File: config.mk
export PLATFORM = sky130hd
export DESIGN_NAME = aabb_collision_direction_resolve_unit
export DESIGN_NICKNAME = d
export VERILOG_FILES = /design/src/sv/acdr_pkg.sv /design/src/sv/aabb_collision_direction_resolve_unit.sv
export SDC_FILE = /design/constraint.sdc
export NUM_CORES = 1
export LEC_CHECK = 0
export BUFFER_PORTS_ARGS = -buffer_cell sky130_fd_sc_hd__buf_2
export CORE_UTILIZATION = 41
export DETAILED_ROUTE_END_ITERATION = 12
export PLACE_DENSITY = 0.6
export SLEW_MARGIN = 20
export SYNTH_ARGS = -nofsm -noshare
export SYNTH_HDL_FRONTEND = slang
export SYNTH_SLANG_ARGS = --single-unit
File: constraint.sdc
create_clock -name clk -period 13.35 [get_ports clk]
set_clock_uncertainty 0.2 [all_clocks]
set_input_delay 0.6675 -clock clk [delete_from_list [all_inputs] [get_ports clk]]
set_output_delay 0.6675 -clock clk [all_outputs]
set_load 0.02 [all_outputs]
File: src/sv/acdr_pkg.sv
`timescale 1ns / 1ps
`default_nettype none
// ----------------------------------------------------------------------------
// acdr_pkg
// Shared types and constants of the box collision direction resolve unit.
// ----------------------------------------------------------------------------
package acdr_pkg;

    // rectangle word: four 16-bit lanes
    localparam int LANE_BITS  = 16;
    localparam int LANE_COUNT = 4;
    localparam int RECT_BITS  = LANE_BITS * LANE_COUNT;
    localparam int FORCE_BITS = 16;
    localparam int DIR_BITS   = 4;

    // lane positions inside a rectangle word
    localparam int LANE_LX = 0;
    localparam int LANE_LY = 1;
    localparam int LANE_RX = 2;
    localparam int LANE_RY = 3;

    typedef logic [DIR_BITS-1:0] dir_t;

    // hit direction mask bits
    localparam dir_t HIT_NONE  = 4'b0000;
    localparam dir_t HIT_TOP   = 4'b0001;
    localparam dir_t HIT_BOT   = 4'b0010;
    localparam dir_t HIT_LEFT  = 4'b0100;
    localparam dir_t HIT_RIGHT = 4'b1000;

endpackage : acdr_pkg
`default_nettype wire

File: src/sv/aabb_collision_direction_resolve_unit.sv
`timescale 1ns / 1ps
`default_nettype none
// ----------------------------------------------------------------------------
// aabb_collision_direction_resolve_unit
// Finds the side from which a moving box newly hits an obstacle box and
// pushes the mover out when its force does not exceed the obstacle drag.
// ----------------------------------------------------------------------------
//  channel | handshake          | payload
//  --------+--------------------+--------------------------------------------
//  input   | in_valid/in_ready  | four rectangles, mover_force, obstacle_drag
//  output  | out_valid/out_ready| hit_direction, was_resolved, split_needed,
//          |                    | mover_after
//
//  one transfer in and one out per cycle sustained while out_ready holds;
//  a result passes from the input register into the result register, from
//  which it is offered; the path between the two is compares, adds and
//  lane saturation
//  reset clears both valid flags only; payload registers are not reset
//  a stalled result holds in the result register while the input register
//  still takes one more item; input ready drops only when both are full
// ----------------------------------------------------------------------------
module aabb_collision_direction_resolve_unit #(
    parameter int COORD_BITS = 16
) (
    input  wire logic                            clk,
    input  wire logic                            rst_n,
    input  wire logic                            in_valid,
    output logic                                 in_ready,
    input  wire logic [acdr_pkg::RECT_BITS-1:0]  mover_now,
    input  wire logic [acdr_pkg::RECT_BITS-1:0]  mover_before,
    input  wire logic [acdr_pkg::RECT_BITS-1:0]  obstacle_now,
    input  wire logic [acdr_pkg::RECT_BITS-1:0]  obstacle_before,
    input  wire logic [acdr_pkg::FORCE_BITS-1:0] mover_force,
    input  wire logic [acdr_pkg::FORCE_BITS-1:0] obstacle_drag,
    output logic                                 out_valid,
    input  wire logic                            out_ready,
    output logic [acdr_pkg::DIR_BITS-1:0]        hit_direction,
    output logic                                 was_resolved,
    output logic                                 split_needed,
    output logic [acdr_pkg::RECT_BITS-1:0]       mover_after
);

    import acdr_pkg::*;

    localparam int DIFF_BITS = COORD_BITS + 1;
    localparam int SUM_BITS  = COORD_BITS + 2;
    localparam logic signed [SUM_BITS-1:0] SAT_HI =
        SUM_BITS'((1 << (COORD_BITS - 1)) - 1);
    localparam logic signed [SUM_BITS-1:0] SAT_LO = -SAT_HI - SUM_BITS'(1);

    typedef logic signed [COORD_BITS-1:0] coord_t;
    typedef logic signed [DIFF_BITS-1:0]  diff_t;
    typedef logic signed [SUM_BITS-1:0]   sum_t;

    // pick the axis with the smaller penetration, both on a tie
    function automatic dir_t pick(diff_t h, diff_t v, dir_t vdir, dir_t hdir);
        dir_t res;
        priority if (v < h)
            res = vdir;
        else if (h < v)
            res = hdir;
        else
            res = vdir | hdir;
        return res;
    endfunction

    // clamp a widened coordinate to the signed coordinate range
    function automatic coord_t sat(sum_t v);
        coord_t res;
        priority if (v > SAT_HI)
            res = SAT_HI[COORD_BITS-1:0];
        else if (v < SAT_LO)
            res = SAT_LO[COORD_BITS-1:0];
        else
            res = v[COORD_BITS-1:0];
        return res;
    endfunction

    // a + b - c widened so that nothing wraps
    function automatic coord_t add_sub_sat(coord_t a, coord_t b, coord_t c);
        sum_t s;
        s = SUM_BITS'(a) + SUM_BITS'(b) - SUM_BITS'(c);
        return sat(s);
    endfunction

    // input register
    logic                  in_valid_reg;
    logic [RECT_BITS-1:0]  mover_now_reg;
    logic [RECT_BITS-1:0]  mover_before_reg;
    logic [RECT_BITS-1:0]  obstacle_now_reg;
    logic [RECT_BITS-1:0]  obstacle_before_reg;
    logic [FORCE_BITS-1:0] mover_force_reg;
    logic [FORCE_BITS-1:0] obstacle_drag_reg;

    // result register
    logic                 out_valid_reg;
    dir_t                 hit_direction_reg;
    logic                 was_resolved_reg;
    logic                 split_needed_reg;
    logic [RECT_BITS-1:0] mover_after_reg;

    dir_t                 hit_direction_next;
    logic                 was_resolved_next;
    logic                 split_needed_next;
    logic [RECT_BITS-1:0] mover_after_next;

    logic in_valid_reg_next;
    logic out_valid_reg_next;
    logic out_load;

    coord_t m [LANE_COUNT];
    coord_t p [LANE_COUNT];
    coord_t o [LANE_COUNT];
    coord_t q [LANE_COUNT];
    coord_t r [LANE_COUNT];

    logic  cur_overlap;
    logic  prev_overlap;
    diff_t pen_left;
    diff_t pen_right;
    diff_t pen_top;
    diff_t pen_bot;

    // handshake control
    always_comb
    begin
        out_load           = in_valid_reg && (!out_valid_reg || out_ready);
        in_ready           = !in_valid_reg || out_load;
        in_valid_reg_next  = in_ready ? in_valid : 1'b1;
        out_valid_reg_next = out_load ? 1'b1 : (out_valid_reg && !out_ready);
    end

    always_ff @(posedge clk or negedge rst_n)
    begin
        if (!rst_n)
        begin
            in_valid_reg  <= 1'b0;
            out_valid_reg <= 1'b0;
        end
        else
        begin
            in_valid_reg  <= in_valid_reg_next;
            out_valid_reg <= out_valid_reg_next;
        end
    end

    // capture the input transfer
    always_ff @(posedge clk)
    begin
        if (in_valid && in_ready)
        begin
            mover_now_reg       <= mover_now;
            mover_before_reg    <= mover_before;
            obstacle_now_reg    <= obstacle_now;
            obstacle_before_reg <= obstacle_before;
            mover_force_reg     <= mover_force;
            obstacle_drag_reg   <= obstacle_drag;
        end
    end

    // unpack lanes, upper lane bits ignored
    always_comb
    begin
        for (int i = 0; i < LANE_COUNT; i++)
        begin
            m[i] = $signed(mover_now_reg[i*LANE_BITS +: COORD_BITS]);
            p[i] = $signed(mover_before_reg[i*LANE_BITS +: COORD_BITS]);
            o[i] = $signed(obstacle_now_reg[i*LANE_BITS +: COORD_BITS]);
            q[i] = $signed(obstacle_before_reg[i*LANE_BITS +: COORD_BITS]);
        end
    end

    // overlap now and before, penetration depths
    always_comb
    begin
        cur_overlap  = !(m[LANE_RX] <= o[LANE_LX] || o[LANE_RX] <= m[LANE_LX] ||
                         m[LANE_LY] <= o[LANE_RY] || o[LANE_LY] <= m[LANE_RY]);
        prev_overlap = !(p[LANE_RX] <= q[LANE_LX] || q[LANE_RX] <= p[LANE_LX] ||
                         p[LANE_LY] <= q[LANE_RY] || q[LANE_LY] <= p[LANE_RY]);
        pen_left  = DIFF_BITS'(o[LANE_RX]) - DIFF_BITS'(m[LANE_LX]);
        pen_right = DIFF_BITS'(m[LANE_RX]) - DIFF_BITS'(o[LANE_LX]);
        pen_top   = DIFF_BITS'(m[LANE_LY]) - DIFF_BITS'(o[LANE_RY]);
        pen_bot   = DIFF_BITS'(o[LANE_LY]) - DIFF_BITS'(m[LANE_RY]);
    end

    // hit side: orthogonal approaches first, then diagonal
    always_comb
    begin
        priority if (!cur_overlap || prev_overlap)
            hit_direction_next = HIT_NONE;
        else if (o[LANE_LX] < p[LANE_RX] && p[LANE_LX] < o[LANE_RX] &&
                 p[LANE_LY] <= o[LANE_RY])
            hit_direction_next = HIT_TOP;
        else if (o[LANE_LX] < p[LANE_RX] && p[LANE_LX] < o[LANE_RX] &&
                 o[LANE_LY] <= p[LANE_RY])
            hit_direction_next = HIT_BOT;
        else if (o[LANE_RY] < p[LANE_LY] && p[LANE_RY] < o[LANE_LY] &&
                 p[LANE_RX] <= o[LANE_LX])
            hit_direction_next = HIT_LEFT;
        else if (o[LANE_RY] < p[LANE_LY] && p[LANE_RY] < o[LANE_LY] &&
                 o[LANE_RX] <= p[LANE_LX])
            hit_direction_next = HIT_RIGHT;
        else if (o[LANE_LX] <= p[LANE_LX] && p[LANE_LY] <= o[LANE_LY])
            hit_direction_next = pick(pen_left, pen_top, HIT_TOP, HIT_LEFT);
        else if (p[LANE_RX] <= o[LANE_RX] && p[LANE_LY] <= o[LANE_LY])
            hit_direction_next = pick(pen_right, pen_top, HIT_TOP, HIT_RIGHT);
        else if (o[LANE_LX] <= p[LANE_LX] && o[LANE_RY] <= p[LANE_RY])
            hit_direction_next = pick(pen_left, pen_bot, HIT_BOT, HIT_LEFT);
        else if (p[LANE_RX] <= o[LANE_RX] && o[LANE_RY] <= p[LANE_RY])
            hit_direction_next = pick(pen_right, pen_bot, HIT_BOT, HIT_RIGHT);
        else
            hit_direction_next = HIT_NONE;
    end

    // push out along the hit axes when force does not exceed drag
    always_comb
    begin
        logic hit;
        logic pushable;
        hit               = (hit_direction_next != HIT_NONE);
        pushable          = (mover_force_reg <= obstacle_drag_reg);
        was_resolved_next = hit && pushable;
        split_needed_next = hit && !pushable;

        for (int i = 0; i < LANE_COUNT; i++)
            r[i] = m[i];

        if (was_resolved_next)
        begin
            // moved edge lands on the obstacle edge, the other shifts with it
            if ((hit_direction_next & HIT_LEFT) != HIT_NONE)
            begin
                r[LANE_LX] = o[LANE_RX];
                r[LANE_RX] = add_sub_sat(m[LANE_RX], o[LANE_RX], m[LANE_LX]);
            end
            if ((hit_direction_next & HIT_RIGHT) != HIT_NONE)
            begin
                r[LANE_LX] = add_sub_sat(m[LANE_LX], o[LANE_LX], m[LANE_RX]);
                r[LANE_RX] = o[LANE_LX];
            end
            if ((hit_direction_next & HIT_TOP) != HIT_NONE)
            begin
                r[LANE_LY] = o[LANE_RY];
                r[LANE_RY] = add_sub_sat(m[LANE_RY], o[LANE_RY], m[LANE_LY]);
            end
            if ((hit_direction_next & HIT_BOT) != HIT_NONE)
            begin
                r[LANE_LY] = add_sub_sat(m[LANE_LY], o[LANE_LY], m[LANE_RY]);
                r[LANE_RY] = o[LANE_LY];
            end
        end

        // repack, upper lane bits zero
        for (int i = 0; i < LANE_COUNT; i++)
            mover_after_next[i*LANE_BITS +: LANE_BITS] =
                LANE_BITS'($unsigned(r[i]));
    end

    // result register
    always_ff @(posedge clk)
    begin
        if (out_load)
        begin
            hit_direction_reg <= hit_direction_next;
            was_resolved_reg  <= was_resolved_next;
            split_needed_reg  <= split_needed_next;
            mover_after_reg   <= mover_after_next;
        end
    end

    assign out_valid     = out_valid_reg;
    assign hit_direction = hit_direction_reg;
    assign was_resolved  = was_resolved_reg;
    assign split_needed  = split_needed_reg;
    assign mover_after   = mover_after_reg;

endmodule : aabb_collision_direction_resolve_unit
`default_nettype wire

==> impl_metrics.ini <==
[run_status]
status = completed

[pwr]
power_density_nw_per_um2 = 131
vdd_drop_max_mv = 0.110
finalPower_uw = 4250
p_leak_uw = 0.0148

[synthesis]
syn_inst = 2636
synth_seq_area_share_pct = 38.5
ys.flop_type = edfxtp_1
synth_area_leaders = edfxtp_1, ha_1, inv_1, fa_1, a21oi_1
synth_edf_count = 358
synth_top_area_share_pct = 38.3
syn_area_um2 = 28100
synth_area_per_cell_um2 = 10.6
ys_seq_elements = 360
synth.top_cells.by_count = inv_1, ha_1, edfxtp_1, a21oi_1, nor2_1
yosysUniqueCellTypes = 94
synth_nets = 3403
synthMostInstantiatedCell = inv_1
synthArstFlopShare_pct = 0.556
synth_top_cell_by_area = edfxtp_1
yosysWarnings = 0

[clock_tree]
cts-buffers-inserted = 43
clock_latency_ps = 600
holdBufCountCts = 1
cts_resized = 0
cts_tree = yes
clock_path_buffers = 3
post_cts_buffers = 0
cts.clk_slew.worst_paths_ps = 60
root_buffer = clkbuf_16
cts_max_level = 2
clock_sinks = 360

[global_route]
grt_max_degree = 165
grt_overflow_total = 0
antenna_found_initial = 6
grt_util_all_layers_pct = 27.7
grt_pass1_vias = 22300
grt_pass1_wl_um = 142000

[sta]
worstMarginPinSlew_ps = 1120
setup_viol = 0
layout_min_cycle_time_ps = 7370
clock.fmax_mhz = 136
setup_tns_ps = 0
slew_viol_final = 0
relSlewSlack_pct = 25.4
finalHoldViolations = 0
timing.hold.ws_ps = 41.3
rsz0062_at_grt = false
fin_crit_sh_pct = 55.2

[worst_setup_path]
rrSetupSlack_ps = 5980
path_class = register to register
path_cells = inv_1 -> ha_1 -> inv_1 -> fa_1 -> a211oi_1 -> o21ai_0 -> a21oi_1 -> o21ai_0 -> a21oi_1 -> xnor2_1 -> ha_1 -> a22o_1 -> nor4_1 -> a221oi_1 -> o22ai_1 -> nor2_1 -> mux2i_1 -> a31oi_1 -> a211o_1 -> a41oi_4 -> buf_4 -> a2bb2oi_1
critPathSlowestCell = a41oi_4
crit_cells = 22
path_buf_inv = 3
r2r_end = mover_after[50]$_DFFE_PP_
crit_start = obstacle_now_reg[32]$_DFFE_PP_
worstSetupEndpoint = mover_after[50]$_DFFE_PP_
worstSetupEndpointType = register
critical-path-max-stage-delay_ps = 870
cp_top_family = compound AO/OA/AOI/OAI gates
arrival_ps = 7490
reg2reg_depth = 22
cp-start-kind = register
worst_ep_required_time_ps = 13470
r2r-start = obstacle_now_reg[32]$_DFFE_PP_
crit_path_max_fanout = 27

[layout]
fin_nets = 3789
fillers = 6251
area_growth_syn_to_layout_pct = 15.4
final_cell_area_um2 = 32400
instances_no_fill = 3930
drive_above_1_share_pct = 17.6

[placed_design]
port_buffers = 363
dp_hpwl_um = 80200
dp.cells = 3849
place_congestion = 0.998
postPlaceCellArea_um2 = 30900

[hold_path]
min_from = mover_now[13]
holdCritPathClass = input port to register

[route]
dr_total_vias = 22400
drtIter0Drc = 1919
drc = 0
avgRoutedWirePerCell_um = 24.8
drt-total-wl_um = 97600
drtAntennaViolNets = 0
vias_per_cell = 5.69
firstDrtPassIters = 6

[floorplan]
dieArea_um2 = 69500
die_height_um = 264
start_util_pct = 41.6
num_rows = 95
die_x_um = 264
core_area_um2 = 67400
design.portCount = 364

[run]
maxCapViolations = 0
[logic make-up (layout without fill, tap and decap cells)]
group / count (synthesis) / in the layout / synth area share [%]
xor gates and xnor gates: 100 / 100 / 3.18
muxes: 13 / 13 / 0.477
DFF: 360 / 360 / 38.5
AOI/OAI and AO/OA: 677 / 677 / 18.0
and+or+nand+nor: 556 / 556 / 10.3
adders and majority gates: 481 / 481 / 23.2
other: 0 / 1 / 0
buffers and inverters: 449 / 869 / 6.35
[per-layer routing]
layer | global-route usage, % | vias to the layer above | wire (µm)
met5 | 0 | - | 54
met4 | 8.03 | 10 | 2720
met3 | 5.12 | 159 | 6880
met2 | 43.3 | 812 | 43300
met1 | 38.8 | 10900 | 44600
li1 | - | 10500 | -
[power by group]
group          leakage (µW)  switching [µW]  internal [µW]
clock network      0.000718             497            731
registers           0.00346            79.3           1350
logic                0.0106             987            605
total                0.0148            1560           2690
[final cells by class]
type	count	area, µm²	share of cell area, %
Multi-Input combinational cell	1827	15500	47.9
Inverter	413	1550	4.79
Clock inverter	31	374	1.16
Sequential cell	360	10800	33.4
Clock buffer	48	1090	3.38
Timing Repair Buffer	377	1940	5.98
Tap cell	873	1090	3.37
Antenna cell	1	2.50	0.00773
[cells in the final DEF (no fill, tap or decap), types with 20 or more instances in the layout]
cell type,count
a211oi_1,26
a21o_1,73
a21oi_1,161
a22o_1,20
a2bb2oi_2,26
buf_2,363
clkbuf_16,43
edfxtp_1,358
fa_1,68
ha_1,407
inv_1,412
nand2_1,116
nand2b_1,42
nand3_1,38
nand4_1,60
nor2_1,128
nor2b_1,42
nor3_1,29
o211ai_1,23
o21a_1,24
o21ai_0,97
o21bai_1,20
o32ai_1,25
xnor2_1,51
xor2_1,47
[per-stage QoR]
stage / setup WS, ps / utilization [%]
6_report: 5980 / 48.0
5_1_grt: 5730 / 48.0
4_1_cts: 6100 / 48.0
3_5_place_dp: 6160 / 45.8
3_3_place_gp: 6340 / 45.8
2_1_floorplan: 4970 / -
[how the worst min path moves through the flow]
stage | end | slack, ps | cells after the start
2_1_floorplan | in_valid_reg$_DFF_PN0_ | 170 | 0
4_1_cts | obstacle_now_reg[8]$_DFFE_PP_ | 9 | 1
3_5_place_dp | out_valid$_DFF_PN0_ | 260 | 1
6_report | mover_now_reg[13]$_DFFE_PP_ | 40 | 1
3_3_place_gp | in_valid_reg$_DFF_PN0_ | 250 | 1
5_1_grt | mover_now_reg[14]$_DFFE_PP_ | 20 | 1
[worst register-to-register path: cells and delay by family (launching register included)]
family	cells	cell delay (ps)
compound gates	12	3900
xor+xnor	1	210
fa+ha+maj	3	970
buf+inv	3	890
flops	1	390
mux	1	160
simple gates	2	370
Power figures use the tool's default switching activity.
